File: config.mk
export PLATFORM = sky130hd
export DESIGN_NAME = ostcs_ram
export DESIGN_NICKNAME = d
export VERILOG_FILES = /design/src/rtl/ostcs_ram.sv
export SDC_FILE = /design/constraint.sdc
export NUM_CORES = 1
export LEC_CHECK = 0
export ABC_AREA = 1
export BUFFER_PORTS_ARGS = -buffer_cell sky130_fd_sc_hd__buf_2
export CORE_ASPECT_RATIO = 1.75
export CORE_MARGIN = 2
export CORE_UTILIZATION = 61
export DETAILED_ROUTE_END_ITERATION = 10
export PLACE_DENSITY = 0.79
export SYNTH_ARGS = -nofsm -noshare
export SYNTH_HDL_FRONTEND = slang
export SYNTH_SLANG_ARGS = --single-unit
File: constraint.sdc
create_clock -name clock -period 1.3 [get_ports clock]
set_input_delay 0.195 -clock clock [delete_from_list [all_inputs] [get_ports clock]]
set_output_delay 0.195 -clock clock [all_outputs]
set_load 0.02 [all_outputs]
File: src/rtl/ostcs_ram.sv
// ostcs_ram: generic simple dual port ram, one write and one registered read.
// No dependencies.

module ostcs_ram #(
   parameter int WIDTH = 8,
   parameter int DEPTH = 16
) (
   input  logic                     clock,
   input  logic                     wr_en,
   input  logic [$clog2(DEPTH)-1:0] wr_addr,
   input  logic [WIDTH-1:0]         wr_data,
   input  logic [$clog2(DEPTH)-1:0] rd_addr,
   output logic [WIDTH-1:0]         rd_data
);
   logic [WIDTH-1:0] mem [DEPTH];
   logic [WIDTH-1:0] rd_data_ff;

   always_ff @(posedge clock) begin
      if (wr_en) begin
         mem[wr_addr] <= wr_data;
      end
      rd_data_ff <= mem[rd_addr];
   end

   assign rd_data = rd_data_ff;
endmodule

==> flow_summary.ini, run 1 <==
[worst_setup_path]
cp_slowest_stage_delay_ns = 0.33
critical_path_buf_inv_count = 1
arrival_ns = 0.91
cpLargestDelayFamily = flip-flops
cp-end-kind = output port
path_class = reg2out
cp_data_required_time_ns = 1.11
path_max_fanout = 1
startpoint_type = register
cpMaxStageDelayCell = dfxtp_1
cp_cell_sequence = buf_2

[global_route]
grt_pass1_wl_mm = 20.7
grtUsageTotal_pct = 27.5
gr-total-overflow = 0
grt_max_degree = 65
antenna_found_initial = 0
grt_pass1_vias = 4055

[clocking]
cts_made_buffers = 17
clk_latency_ns = 0.41
cts_sinks = 136
cts_hold_buf = 0
post_cts_resized = 0
cts_tree = yes
post_cts_buffers = 0
htreeDepth = 4
clockBufferDepth = 2
root_buffer = clkbuf_16
clkTransAtPathRegs_ns = 0.06

[floorplanning]
die_area_mm2 = 0.0103
ioPinCount = 26
dieHeight_um = 133
die_width_um = 77.5
core_mm2 = 0.00935
initial_utilization_pct = 61.7
rows = 47

[finish]
instances_no_fill = 732
finalInstanceArea_mm2 = 0.00678
nets = 615
regArea_mm2 = 0.00400
final_layout_size_suffix_gt1_share_pct = 13.6
area_delta_synth_final_pct = 17.6
multi_input_area_mm2 = 0.00121
fillers = 618
num_antenna_cells = 0

[placement]
dp_hpwl_mm = 8.21
gp_congestion = 0.860
numPortBuffers = 25
dp_slack_ns = -0.0336
place_area_mm2 = 0.00615
place_inst = 700

[timing]
fin_skew_ns = 0.00756
worst_slack_ns = 0.197
holdWs_ns = 0.0978
rsz0062_at_grt = false
setup_violations = 0
report.final.slew_viol_count = 0
fmax_ghz = 0.907
hold_viol = 0
finalCritPeriodShare_pct = 84.8
slew_headroom_pct = 75.4
worstMarginPinSlew_ns = 0.369
layout_min_cycle_time_ns = 1.10

[power]
p_clk_share_pct = 47.6
p_int_w = 0.00849
power_density_mw_per_mm2 = 1580
peakVddDrop_mv = 1.31
pwr-share-seq_pct = 46.1
leakage_nw = 2.98
comb_power_share_pct = 6.2
p_sw_w = 0.00220
switching_share_pct = 20.6

[detailed_routing]
drt-total-wl_mm = 13.0
num_vias = 3995
drc = 0
wl_per_cell_um = 17.8
drtPass1Iterations = 5
dr_wl_met2_mm = 6.86
ant_nets = 0
drtIter0Drc = 472
routed_via_density = 5.46
top_layer = met4
m1WireLength_mm = 4.65
wl_met3_um = 826

[synthesis]
synth_seq_area_share_pct = 69.4
syn_area_per_cell_um2 = 10.5
ys_seq_elements = 136
synth_top_area_cell = edfxtp_1
synthesis.area_mm2 = 0.00577
yosys_warnings = 0
synthDistinctLibCells = 12
synth_cells = 551
synthTopCellsByArea = edfxtp_1 67%, nand2_1 11%, nand3_1 8.4%, inv_1 6.5%, dfxtp_1 2.8%
synth_fp_nets = 569
synth_top_area_share_pct = 66.7

[run_status]
status = complete, no violations

[min_path]
hold_path.class = in2reg

[flow_run]
max_cap_viol_count = 0
[cells by family (layout without fill, tap and decap cells)]
logic type | count (synthesis) | in the layout | share of synthesized area (%)
and+or+nand+nor | 289 | 289 | 21.0
DFF | 136 | 136 | 69.4
buffers and inverters | 126 | 185 | 9.52
[state kept, by name (all words and copies together) (netlist names)]
signal   flops
mem        128
rd_data      8
[power groups by stage]
stage / clock network (W) / logic [W] / registers, W
final: 0.00509 / 0.000666 / 0.00493
after CTS: 0.00511 / 0.000662 / 0.00493
after global routing: 0.00529 / 0.000727 / 0.00494
after detailed placement: 0 / 0.000653 / 0.00502
after floorplan: 0 / 0.000346 / 0.00505
after global placement: 0 / 0.000633 / 0.00502
[layout by cell type, fill, tap and decap left out]
master,n
buf_12,6
buf_2,25
nand2_1,173
nor2_1,17
inv_1,100
clkinvlp_4,3
clkinv_4,1
clkbuf_1,1
clkinv_2,4
dfxtp_1,8
nand3_1,97
edfxtp_1,128
nand3b_1,2
clkinv_1,1
inv_2,2
bufinv_16,5
clkbuf_16,17
buf_4,20
[synth_stat cells (all sizes together)]
library cell,number
dfxtp,8
nand3b,2
buf,24
nand2,173
edfxtp,128
nor2,17
inv,102
nand3,97
[worst min-delay path: cells and delay by family]
kind / cells / cell delay (ns)
buffers and inverters: 1 / 0.14
and+or+nand+nor: 2 / 0.15
[area by class of cell]
class                      count  share of cell area [%]
clock buffer                  18                    6.33
inverter                     102                    5.64
tap                          122                    2.25
multi-input combinational    289                    17.9
clock inverter                14                    3.03
timing repair buffer          51                    5.83
sequential                   136                    59.0
[metrics by stage]
| step | power, W | TNS, ns | utilization [%] |
|---|---|---|---|
| 6_report | 0.0107 | 0 | 72.5 |
| 5_1_grt | 0.0110 | 0 | 72.5 |
| 3_3_place_gp | 0.00565 | 0 | 65.8 |
| 3_5_place_dp | 0.00567 | -0.0511 | 65.8 |
| 2_1_floorplan | 0.00540 | 0 | - |
| 4_1_cts | 0.0107 | 0 | 72.5 |
[metal layers]
metal	track usage, %	vias to the layer above
li1	-	1865
met1	31.4	1887
met2	46.3	194
met3	6.62	49
met4	16.8	0
met5	0	-
[final timing paths]
| check | start | to | slack [ns] | cells past startpoint |
|---|---|---|---|---|
| worst max-delay path | rd_data[7] | rd_data[7] | 0.20 | 1 |
| worst min-delay path | rd_addr[3] | rd_data[7] | 0.1 | 3 |
| worst max register to register | mem[0][7] | rd_data[7] | 0.23 | 6 |
| worst min register to register | mem[12][1] | rd_data[1] | 0.67 | 6 |
Note: power is estimated with default switching activity, not from simulation.
==> inputs of run 2 (changes only) <==
- ABC_AREA: 1 -> 0
- CORE_UTILIZATION: 61 -> 54
- PLACE_DENSITY: 0.79 -> 0.74
- clock period: 1.3 -> 1 ns (I/O delays scaled with it)
==> flow_summary.ini, run 2 <==
[clocking]
clkTransAtPathRegs_ns = 0.06
clk_latency_ns = 0.42
post_cts_buffers = 0
cts_sinks = 136
clockBufferDepth = 2
root_buffer = clkbuf_16
cts_tree = yes
cts_hold_buf = 0
cts_made_buffers = 17
htreeDepth = 4

[synthesis]
synthTopCellsByCount = 128 x edfxtp_1, 18 x mux4_2, 16 x a22oi_1
ys_seq_elements = 136
syn_area_per_cell_um2 = 22.5
synth_seq_area_share_pct = 77.8
synth_cells = 229
synthTopCellsByArea = edfxtp_1 75%, mux4_2 7.9%, mux4_1 7.1%, dfxtp_1 3.1%, a22oi_1 2.3%
synth_fp_nets = 247
yosysMostFrequentCell = edfxtp_1
synth_ff_type = edfxtp_1
synthArstFlopShare_pct = 0
yosys_warnings = 0
synth_top_area_cell = edfxtp_1
synthDistinctLibCells = 19
synthesis.area_mm2 = 0.00515
synth_edf_count = 128
synth_top_area_share_pct = 74.7

[detailed_routing]
drc = 0
drtPass1Iterations = 4
ant_nets = 0
num_vias = 2443
drt-total-wl_mm = 9.72
drtIter0Drc = 154
wl_per_cell_um = 22.7
routed_via_density = 5.71

[worst_setup_path]
cp_data_required_time_ns = 1.30
startpoint_type = register
arrival_ns = 1.58
path_class = reg2reg
path_max_fanout = 1
cp-end-kind = register

[floorplanning]
die_area_mm2 = 0.0104
ioPinCount = 26
initial_utilization_pct = 55.1
rows = 47
core_mm2 = 0.00935
die_width_um = 77.8
dieHeight_um = 133

[power]
peakVddDrop_mv = 1.50
leakage_nw = 2.14
power_density_mw_per_mm2 = 2030

[global_route]
grtUsageMet2_pct = 38.3
grtUsageTotal_pct = 21.3
globalRouteMet1Util_pct = 23.1
grt_pass1_wl_mm = 15.3
use_met3_pct = 6.03
grt_pass1_vias = 2717
busiest_layer = met2
grt_max_degree = 22
gr-total-overflow = 0
antenna_found_initial = 0

[timing]
fin_skew_ns = 0.00943
fmax_ghz = 0.776
hold_viol = 0
holdWs_ns = 0.114
slew_headroom_pct = 35.1
worstMarginPinSlew_ns = 0.971
worst_slack_ns = -0.288
setup_violations = 12
layout_min_cycle_time_ns = 1.29
report.final.slew_viol_count = 0
rsz0062_at_grt = true
finalCritPeriodShare_pct = 129

[finish]
num_antenna_cells = 0
final_cell_mix = 128 x edfxtp_1, 32 x mux4_2, 18 x buf_4
area_delta_synth_final_pct = 25.7
final_layout_size_suffix_gt1_share_pct = 50.0
regMostFlops = mem
largest_reg_flops = 128
nets = 311
instances_no_fill = 428
mostFrequentLayoutCell = edfxtp_1

[placement]
numPortBuffers = 25
gp_congestion = 0.784
place_inst = 396
dp_hpwl_mm = 6.66

[run_status]
violations = setup timing
status = finished, violations left

[flow_run]
max_cap_viol_count = 0

[min_path]
hold_path.class = in2reg
==> run 2: cell families (layout without fill, tap and decap cells) <==
group                  Yosys count  count (layout)  share of synthesized area [%]
buffers and inverters           10              87                           1.68
DFF                            136             136                           77.8
AOI/OAI and AO/OA               16              16                           2.33
and+or+nand+nor                 35              35                           3.18
muxes                           32              32                           15.0
==> run 2: per-layer routing <==
layer	wire, um	up-vias
li1	-	1087
met3	304	20
met4	227	0
met1	3520	1273
met5	0	-
met2	5660	63
==> run 2: through the flow <==
step | setup TNS [ns] | instance area, um^2 | worst slack [ns] | util [%] | power, W
3_5_place_dp | -38.40 | 5760 | -0.504 | 61.6 | 0.00725
4_1_cts | -2.15 | 6440 | -0.254 | 68.9 | 0.0132
5_1_grt | -2.47 | 6470 | -0.293 | 69.2 | 0.0135
6_report | -1.99 | 6470 | -0.288 | 69.2 | 0.0132
3_3_place_gp | -35.62 | 5760 | -0.491 | 61.6 | 0.00722
2_1_floorplan | -17.06 | 5230 | -0.253 | - | 0.00694
==> run 2: final timing paths <==
check             startpoint         end  slack (ns)  cells after the start
setup / recovery   mem[2][5]  rd_data[5]       -0.29                      3
hold / removal    wr_data[6]   mem[6][6]        0.11                      1
setup reg to reg   mem[2][5]  rd_data[5]       -0.29                      3
hold reg to reg   mem[14][3]  rd_data[3]        0.68                      3
==> run 2: cell type report <==
cell class | count | area (um^2)
sequential | 136 | 4010
fill | 558 | 2880
multi-input combinational | 83 | 1170
timing repair buffer | 55 | 551
clock buffer | 25 | 515
tap | 122 | 153
clock inverter | 7 | 67.6
==> run 2: worst max-delay path, stage by stage, from the launching register on <==
cell	delay, ns
edfxtp_1	0.39
mux4_2	0.49
a22oi_2	0.20
nand2_1	0.09
==> run 2: what timing repair did <==
| item | CTS | global route |
|---|---|---|
| endpoints found under the setup margin | 16 | 16 |
| pin swaps | 6 | 4 |
| resized for setup | 32 | 6 |
==> run 2: report_power, final <==
group | internal, W | switching [W] | leakage (nW) | total [W]
Combinational | 0.000374 | 0.000420 | 0.638 | 0.000793
Sequential | 0.00639 | 0.0000509 | 1.22 | 0.00644
Clock | 0.00380 | 0.00214 | 0.281 | 0.00593
Total | 0.0106 | 0.00261 | 2.14 | 0.0132
