<file path="config.mk">
export PLATFORM = sky130hd
export DESIGN_NAME = ostcs_sat_add
export DESIGN_NICKNAME = d
export VERILOG_FILES = /design/src/rtl/ostcs_pkg.sv /design/src/rtl/ostcs_sat_add.sv
export SDC_FILE = /design/constraint.sdc
export NUM_CORES = 1
export LEC_CHECK = 0
export ABC_AREA = 1
export ABC_CLOCK_PERIOD_IN_PS = 3500
export BUFFER_PORTS_ARGS = -buffer_cell sky130_fd_sc_hd__buf_2
export CAP_MARGIN = 15
export CORE_MARGIN = 2
export CORE_UTILIZATION = 45
export DETAILED_ROUTE_END_ITERATION = 12
export GPL_TIMING_DRIVEN = 0
export PLACE_DENSITY = 0.78
export SYNTH_ARGS = -nofsm -noshare
export SYNTH_HDL_FRONTEND = slang
export SYNTH_SLANG_ARGS = --single-unit
</file>
<file path="constraint.sdc">
create_clock -name vclk -period 3.5
set_input_delay 0.525 -clock vclk [all_inputs]
set_output_delay 0.525 -clock vclk [all_outputs]
set_load 0.005 [all_outputs]
</file>
<file path="src/rtl/ostcs_pkg.sv">
// ostcs_pkg: shared constants, action codes and node record type for the
// order statistic count and sum tree. No dependencies.

package ostcs_pkg;

   localparam int LEAVES     = 1024;
   localparam int NODE_TOTAL = 2 * LEAVES;
   localparam int NODE_BITS  = $clog2(NODE_TOTAL);

   localparam int ACTION_W = 2;
   localparam int KEY_W    = 11;
   localparam int VALUE_W  = 32;
   localparam int COUNT_W  = 32;
   localparam int SUM_W    = 64;

   localparam logic [ACTION_W-1:0] ACT_INSERT  = 2'd0;
   localparam logic [ACTION_W-1:0] ACT_LARGER  = 2'd1;
   localparam logic [ACTION_W-1:0] ACT_SMALLER = 2'd2;

   localparam logic [KEY_W-1:0] ACTIVE_KEYS_RESET = 11'd1024;

   typedef struct packed {
      logic [COUNT_W-1:0]      count;
      logic signed [SUM_W-1:0] sum;
   } node_type;

   localparam int NODE_W = $bits(node_type);

endpackage

</file>
<file path="src/rtl/ostcs_sat_add.sv">
// ostcs_sat_add: shared saturating adder for node records, unsigned count
// and signed sum. Depends on ostcs_pkg.

module ostcs_sat_add (
   input  ostcs_pkg::node_type a,
   input  ostcs_pkg::node_type b,
   output ostcs_pkg::node_type y
);
   import ostcs_pkg::*;

   logic [COUNT_W:0]        count_wide;
   logic signed [SUM_W-1:0] sum_raw;
   logic                    sum_ovf;

   always_comb begin
      count_wide = {1'b0, a.count} + {1'b0, b.count};
      sum_raw    = a.sum + b.sum;
      sum_ovf    = (a.sum[SUM_W-1] == b.sum[SUM_W-1]) && (sum_raw[SUM_W-1] != a.sum[SUM_W-1]);

      y.count = count_wide[COUNT_W] ? {COUNT_W{1'b1}} : count_wide[COUNT_W-1:0];
      if (!sum_ovf) begin
         y.sum = sum_raw;
      end else if (a.sum[SUM_W-1]) begin
         y.sum = {1'b1, {(SUM_W-1){1'b0}}};
      end else begin
         y.sum = {1'b0, {(SUM_W-1){1'b1}}};
      end
   end
endmodule

</file>
==> results of run 1 <==
==> worst max path at each step <==
stage,slack (ns),startpoint,endpoint
finish,0.12,a[64],y[89]
global route,0.004,a[87],y[89]
CTS,0.06,a[64],y[89]
detailed placement,-0.13,a[64],y[89]
global placement,-0.15,a[64],y[88]
floorplan,0.77,a[64],y[86]
==> layout by cell type (no fill, tap or decap) <==
master	count
a211oi_1	1
a21boi_0	2
a21o_1	9
a21oi_1	82
a21oi_2	4
a31o_2	2
buf_12	7
buf_2	292
buf_4	1
buf_6	1
clkbuf_4	3
clkinv_1	2
fa_1	2
ha_1	95
inv_1	343
inv_2	13
nand2_1	749
nand2_2	70
nand2_4	3
nand2b_1	1
nand3_1	92
nand3_2	2
nand3b_1	2
nand3b_4	1
nand4_1	20
nor2_1	151
nor2_2	9
nor2_4	3
nor3_1	22
nor3_2	2
nor4_1	2
o211ai_1	1
o21a_1	2
o21ai_0	28
o21ai_1	2
o21bai_1	9
or2_2	3
xnor2_1	3
xor2_1	40
==> logic make-up after synthesis <==
| logic type | Yosys count |
|---|---|
| xor+xnor | 43 |
| fa+ha+maj | 97 |
| buf+inv | 374 |
| compound gates | 142 |
| simple gates | 1132 |
==> layout make-up <==
type,instances,area (µm²)
buffer,16,201
fill,2153,8340
inverter,358,1340
multi-input combinational,1414,7150
tap,234,293
timing repair buffer,288,1440
==> power by group through the flow <==
stage	Combinational (mW)	Clock, mW	Sequential [mW]
detailed placement	1.99	0	0
global route	2.26	0	0
CTS	2.00	0	0
floorplan	1.28	0	0
finish	2.02	0	0
global placement	1.97	0	0
==> routing by layer <==
metal	global-route usage, %	wire [µm]	vias to the layer above	part of all wire [%]
met3	2.18	2190	20	6.6
met2	53.5	15000	398	45
met1	44.3	15800	4986	47
li1	-	-	6011	-
met4	1.72	213	0	0.64
met5	0	0	-	0
==> worst min-delay path, cell delays in order <==
cell and delay [ns]:
buf_2 0.08, ha_1 0.10, inv_1 0.03, nand2_1 0.05
buf_2 0.10
==> metrics by stage <==
step | worst slack (ns) | hold WS (ns) | std cells | util [%]
after floorplan | 0.768 | 1.17 | 1788 | -
after global placement | -0.147 | 1.40 | 2310 | 55.3
after detailed placement | -0.128 | 1.42 | 2310 | 55.3
after CTS | 0.0594 | 1.42 | 2310 | 55.4
after global routing | 0.00360 | 1.47 | 2310 | 55.6
final | 0.121 | 1.41 | 2310 | 55.6
==> timing repair <==
item | in CTS | in global routing
setup endpoints to repair | 14 | 26
pin swaps | 0 | 1
resized for setup | 4 | 9
==> summary.txt, run 1 <==
Setup path
  • CP Data Required Time: 2.97 ns
  • Top Family by Delay on Critical Path: simple AND/OR/NAND/NOR gates
  • CP max stage cell: fa_1
  • CP dominant cell by count: nand2_1
  • Kind of critical path: in2out
  • Max incr delay on CP: 0.44 ns
  • Startpoint Class: input port
  • Worst Path Buf+Inv: 3
  • Crit path depth: 14
  • Largest fanout on the critical path: 10
  • Crit end category: output pin
  • Crit path cell chain: buf_2, ha_1, fa_1, nand3_1, nand2_1, a21o_1, nand2_1, nand2_1, nand2_1, nor2_1, nor2_4, buf_6, nand3_1, buf_2
  • CP arrival: 2.85 ns

STA
  • Slew headroom: 49.1%
  • Max Fclk: 296 MHz
  • Slew Viols, Final: 0
  • RSZ-0062 raised after global routing: false
  • Fin. Hold Viols: 0
  • Fin crit share: 96.5%
  • Minimum clock period: 3.38 ns
  • Setup tns final: 0 ns
  • Endpoints failing setup: 0
  • Worst-Margin Slew: 0.758 ns

Floorplanning
  • Initial cell density of the core: 46.1%
  • Row count: 50
  • # IOs: 288
  • Die Y: 143 µm
  • Die width: 143 µm
  • Die ar.: 0.0203 mm²
  • Core area: 0.0188 mm²

Run status
  • Status: complete, no violations

Finish
  • Antenna Cells: 0
  • Sequential cells: 0
  • Layout cells sized above 1: 20.0%
  • Nets: 2367
  • Area Overhead vs Synth: 20.5%
  • FF/Latch Area: 0 µm²
  • Cell area after layout: 0.0104 mm²
  • Clock buffers: 0

Pwr
  • Switching share of total power: 61.7%
  • Share of total power in combinational logic: 100.0%
  • Int Power: 0.775 mW
  • NetSw: 1.25 mW
  • Clock power frac: 0%
  • Power, Total: 2.02 mW
  • Sequential share of power: 0%
  • PD cells: 194 mW/mm²
  • Lkg Pwr: 6.90 nW
  • VDD IR max: 0.114 mV

GRT
  • Initial antenna violation count: 0
  • Vias in the first global route: 10000
  • GRT Residual Overflow: 0
  • Largest net degree at the start of global routing: 11
  • First-pass GRT wire length: 50.4 mm
  • Overall Global Routing Usage: 31.0%

Detailed routing
  • DR DRC count: 0
  • Vias: 11400
  • Drt pass-1 iters: 5
  • Vias/cell: 4.94
  • Routed WL: 33.2 mm
  • Post-route ant nets: 0
  • Drt wl/cell: 14.4 µm
  • DR iter-0 viols: 776

Hold path
  • WHS Endpoint: y[64]
  • Hold-critical path depth: 5
  • Min-delay src: b[64]
  • Hold WC Path Type: in2out

Synth
  • Synth top area cells: nand2_1, inv_1, ha_1
  • Yosys warns: 0
  • Mapped cell area: 0.00865 mm²
  • Post-synthesis simple-gate area fraction: 54.7%
  • Area share of the largest cell type after synthesis: 32.6%
  • Synth cell types: 36
  • Largest family of logic cells by synthesized area: simple AND/OR/NAND/NOR gates
  • Adder-Cell Fraction of Synth Area: 14.2%
  • Multiplexer share of the synthesized area: 0%
  • Mapped Cells: 1788
  • Leading area contributor after synthesis: nand2_1
  • Post-synthesis area per instance: 4.84 µm²
  • Most common cell in the synthesized netlist: nand2_1
  • Compound-Gate Fraction of Synth Area: 9.08%
  • XOR/XNOR Fraction of Synth Area: 4.35%
  • Synth Net Count: 2077
  • Sequential share of the synthesized area: 0%
  • Synth top cells by count: nand2_1, inv_1, nor2_1

Clock network
  • Setup Buffers After CTS: 0
  • Hold-fix buffers, CTS: 0

Place
  • HPWL after DPL: 29.7 mm
  • Gpl congestion: 0.968
  • Placed inst area: 0.0104 mm²
  • # port buffers: 288

Flow run
  • Max_cap viols: 0
Note: power is estimated with default switching activity, not from simulation.
==> run 2, diff against run 1 <==
Settings changed: BUFFER_PORTS_ARGS -buffer_cell sky130_fd_sc_hd__buf_2 to -buffer_cell sky130_fd_sc_hd__clkbuf_2.
==> summary.txt, run 2 (synthesis results as in run 1) <==
STA
  • Fin. Hold Viols: 0
  • Worst-Margin Slew: 0.516 ns
  • Fin crit share: 96.0%
  • Minimum clock period: 3.36 ns
  • Slew headroom: 65.3%
  • Max Fclk: 298 MHz
  • Endpoints failing setup: 0
  • Slew Viols, Final: 0

Finish
  • Area Overhead vs Synth: 20.5%
  • Commonest cells after routing, fill and taps aside: nand2_1, inv_1, clkbuf_2, nor2_1, ha_1
  • Multi-input logic area: 0.00714 mm²
  • Layout cells sized above 1: 19.9%
  • Commonest non-fill, non-tap cell in the layout: nand2_1
  • Clock buffers: 0
  • Nets: 2368
  • Antenna Cells: 0
  • Filler cell count: 2070
  • FF/Latch Area: 0 µm²
  • Cell area after layout: 0.0104 mm²
  • Sequential cells: 0

Place
  • Placed inst area: 0.0104 mm²
  • Gpl congestion: 0.961
  • # port buffers: 288
  • HPWL after DPL: 29.9 mm

Floorplanning
  • Core area: 0.0188 mm²
  • Row count: 50
  • Die Y: 143 µm
  • Initial cell density of the core: 46.1%
  • Die ar.: 0.0203 mm²
  • # IOs: 288
  • Die width: 143 µm

Hold path
  • Min-delay src: b[64]
  • Hold WC Path Type: in2out

Detailed routing
  • Post-route ant nets: 0
  • Vias: 11500
  • Drt pass-1 iters: 5
  • Drt wl/cell: 14.3 µm
  • Vias/cell: 4.96
  • Routed WL: 33.1 mm
  • DR DRC count: 0
  • DR iter-0 viols: 784

Setup path
  • Top Family by Delay on Critical Path: simple AND/OR/NAND/NOR gates
  • CP arrival: 2.84 ns
  • Max incr delay on CP: 0.41 ns
  • CP max stage cell: fa_1
  • CP dominant cell by count: nand2_1
  • Largest fanout on the critical path: 4
  • Startpoint Class: input port
  • Crit path cell chain: clkbuf_2, ha_1, inv_1, fa_1, inv_1, nand3_1, nand2_1, nand2_1, nand2_1, nand2_1, nand3_1, nand2_1, nand3_1, nand2_1, nand2_1, nand2_2, nand2_1, clkbuf_2
  • Kind of critical path: in2out
  • Worst Path Buf+Inv: 4
  • Crit end category: output pin
  • CP Data Required Time: 2.97 ns
  • Crit path from: b[0]

GRT
  • Initial antenna violation count: 0
  • Overall Global Routing Usage: 31.3%
  • Largest net degree at the start of global routing: 11
  • Vias in the first global route: 10100
  • First-pass GRT wire length: 50.7 mm
  • GRT Residual Overflow: 0

Pwr
  • VDD IR max: 0.0957 mV
  • Power, Total: 2.02 mW
  • PD cells: 194 mW/mm²
  • Lkg Pwr: 6.97 nW

Run status
  • Status: complete, no violations

Clock network
  • Hold-fix buffers, CTS: 0

Flow run
  • Max_cap viols: 0
==> run 2: changes by cell type in the layout (fill, tap and decap cells not counted), sizes merged <==
cell and delta:
buf -286, clkbuf +287
==> run 2: routing by layer <==
metal	vias up	global-route usage, %	share of wire (%)
met5	-	0	0
met3	34	3.62	7.4
met2	431	52.3	44
met4	0	5.21	2.0
li1	6022	-	-
met1	4969	43.7	46
==> run 2: layout make-up <==
| class | instances | area share [%] |
|---|---|---|
| Buffer | 16 | 1.91 |
| Inverter | 358 | 12.9 |
| Multi-Input combinational cell | 1414 | 68.5 |
| Tap cell | 234 | 2.81 |
| Timing Repair Buffer | 289 | 13.9 |
==> run 2: worst min-delay path, stage by stage <==
cell      delay (ns)
clkbuf_2        0.08
ha_1            0.11
inv_1           0.03
nand2_1         0.05
clkbuf_2        0.11
==> run 2: repair_timing <==
action / in CTS / in global routing
pin swaps: 0 / 1
hold endpoints to repair: 0 / 0
resized for setup: 3 / 7
setup endpoints to repair: 13 / 38
setup buffers: 0 / 1
==> run 2: path summary, 6_finish.rpt <==
check / to / slack (ns) / cells past startpoint
max: y[56] / 0.14 / 18
min: y[64] / 1.42 / 5
==> run 2: through the flow <==
stage          std cells  TNS, ns  hold WS [ns]  util [%]  setup slack [ns]
2_1_floorplan       1788        0          1.17         -             0.768
3_3_place_gp        2310    -1.07          1.41      55.3            -0.146
3_5_place_dp        2310   -0.647          1.43      55.3            -0.120
4_1_cts             2310        0          1.43      55.4            0.0186
5_1_grt             2311  -0.0101          1.47      55.5          -0.00846
6_report            2311        0          1.42      55.5             0.140
==> run 2: power by group <==
group	leakage (nW)	internal (mW)	switching, mW
logic	6.97	0.775	1.25
registers	0	0	0
clock network	0	0	0
==> run 3, diff against run 2 <==
Settings changed: ABC_AREA 1 to unset, PLACE_DENSITY 0.78 to 0.85.
==> summary.txt, run 3 <==
GRT
  • Overall Global Routing Usage: 31.7%
  • Largest net degree at the start of global routing: 11
  • Vias in the first global route: 7787
  • First-pass GRT wire length: 37.5 mm
  • GRT Residual Overflow: 0
  • Initial antenna violation count: 0

Pwr
  • VDD IR max: 0.128 mV
  • PD cells: 237 mW/mm²
  • Lkg Pwr: 4.43 nW

Synth
  • Post-synthesis area per instance: 6.65 µm²
  • Leading area contributor after synthesis: ha_1
  • Most common cell in the synthesized netlist: o21ai_0
  • Synth Net Count: 1163
  • Largest family of logic cells by synthesized area: compound AO/OA/AOI/OAI gates
  • Synth top cells by count: o21ai_0, nand2_1, a21oi_1
  • Synth cell types: 64
  • Adder-Cell Fraction of Synth Area: 21.3%
  • Synth top area cells: ha_1, o21ai_0, a21oi_1
  • Multiplexer share of the synthesized area: 0%
  • Area share of the largest cell type after synthesis: 20.4%
  • Sequential share of the synthesized area: 0%
  • XOR/XNOR Fraction of Synth Area: 13.0%
  • Yosys warns: 0
  • Mapped Cells: 874
  • Mapped cell area: 0.00582 mm²
  • Compound-Gate Fraction of Synth Area: 40.9%
  • Post-synthesis simple-gate area fraction: 21.0%

Finish
  • Commonest cells after routing, fill and taps aside: clkbuf_2, a21oi_1, nor2_1, o21ai_0, nand2_1
  • Clock buffers: 0
  • Nets: 1497
  • Sequential cells: 0
  • FF/Latch Area: 0 µm²
  • Layout cells sized above 1: 46.5%
  • Cell area after layout: 0.00938 mm²
  • Antenna Cells: 0
  • Area Overhead vs Synth: 61.3%
  • Non-Filler Instances: 1378
  • Commonest non-fill, non-tap cell in the layout: clkbuf_2

Detailed routing
  • Drt pass-1 iters: 7
  • Post-route ant nets: 0
  • DR iter-0 viols: 1027
  • Routed WL: 27.2 mm
  • Drt wl/cell: 19.8 µm
  • Vias: 8825
  • Vias/cell: 6.40
  • DR DRC count: 0

Floorplanning
  • # IOs: 288
  • Initial cell density of the core: 46.1%
  • Row count: 41
  • Die Y: 118 µm
  • Core area: 0.0126 mm²
  • Die width: 118 µm
  • Die ar.: 0.0138 mm²

STA
  • Minimum clock period: 3.93 ns
  • Endpoints failing setup: 90
  • Fin crit share: 112%
  • Fin. Hold Viols: 0
  • Worst-Margin Slew: 0.502 ns
  • Slew Viols, Final: 0
  • Slew headroom: 66.6%
  • Max Fclk: 255 MHz
  • Setup tns final: -15.89 ns
  • RSZ-0062 raised after global routing: true
  • Final Worst Setup Slack: -0.427 ns

Place
  • Placed inst area: 0.00750 mm²
  • Dpl cells: 1334
  • Gpl congestion: 0.975
  • # port buffers: 288
  • HPWL after DPL: 17.6 mm
  • Post-Place Setup Slack: -0.775 ns

Run status
  • Violated checks: setup timing
  • Status: finished with violations

Setup path
  • CP arrival: 3.40 ns
  • Kind of critical path: in2out
  • Crit end category: output pin
  • Largest fanout on the critical path: 5
  • Startpoint Class: input port
  • CP Data Required Time: 2.97 ns

Hold path
  • Hold WC Path Type: in2out

Clock network
  • Hold-fix buffers, CTS: 0

Flow run
  • Max_cap viols: 0
## run 3: cell types whose count changed in the layout (fill, tap and decap cells not counted), moves of 28 or more
| cell | previous run | this run |
|---|---|---|
| o21ai_1 | 2 | 36 |
| nand3_1 | 92 | 9 |
| nand2_1 | 750 | 60 |
| buf_4 | 2 | 47 |
| nor2_1 | 151 | 67 |
| ha_1 | 95 | 51 |
| xnor2_1 | 3 | 43 |
| clkbuf_2 | 288 | 257 |
| nand2_2 | 69 | 25 |
| buf_6 | 1 | 29 |
| inv_1 | 343 | 18 |
| a21o_1 | 9 | 52 |
| o21ai_0 | 28 | 64 |
## run 3: worst max-delay path: stages
cell	delay [ns]
buf_6	0.10
ha_4	0.16
fa_2	0.35
a21o_1	0.18
a21oi_2	0.19
o21ai_2	0.10
a41oi_2	0.28
o311a_4	0.23
a31o_4	0.18
o21ai_4	0.06
a211o_1	0.36
a21oi_4	0.18
buf_6	0.18
buf_8	0.15
nand2_2	0.06
clkbuf_2	0.11
## run 3: worst paths after layout
kind | depth (start not counted) | startpoint | slack, ns | end
worst max-delay path | 16 | a[64] | -0.43 | y[92]
worst min-delay path | 3 | b[63] | 1.42 | y[63]
## run 3: timing repair
item / 4_1_cts / 5_1_grt
pin swaps: 57 / 67
setup buffers: 40 / 16
gates cloned: 3 / 0
setup endpoints to repair: 96 / 96
gates resized for setup: 192 / 190
## run 3: cell type report
type | count | area, µm²
inverters | 19 | 71.3
fillers | 893 | 3240
plain buffers | 23 | 231
multi-input cells | 818 | 6800
repair buffers | 346 | 2060
well taps | 172 | 215
## run 3: through the flow
step,hold slack (ns),util (%),power (mW)
finish,1.42,74.3,2.22
global route,1.44,74.3,2.36
CTS,1.40,68.0,1.86
detailed placement,1.40,59.4,1.60
global placement,1.40,59.4,1.58
floorplan,1.19,-,1.02
## run 3: where the power goes
part	total (mW)	switching, mW	internal [mW]	leakage (nW)
sequential	0	0	0	0
clock	0	0	0	0
combinational	2.22	1.20	1.02	4.43
total	2.22	1.20	1.02	4.43
## run 3: cell families (layout without fill, tap and decap cells)
kind of cell	count (synthesis)	after routing
adders and majority gates	98	98
buffers and inverters	56	388
xor gates and xnor gates	86	86
AOI/OAI and AO/OA	371	371
and+or+nand+nor	263	263
## run 3: metal layers
layer / track usage, % / up-vias / wire length, µm
met2: 56.9 / 673 / 13000
met1: 39.5 / 4066 / 10300
met3: 3.44 / 159 / 2500
met4: 9.49 / 0 / 1490
met5: 0 / - / 0
li1: - / 3927 / -
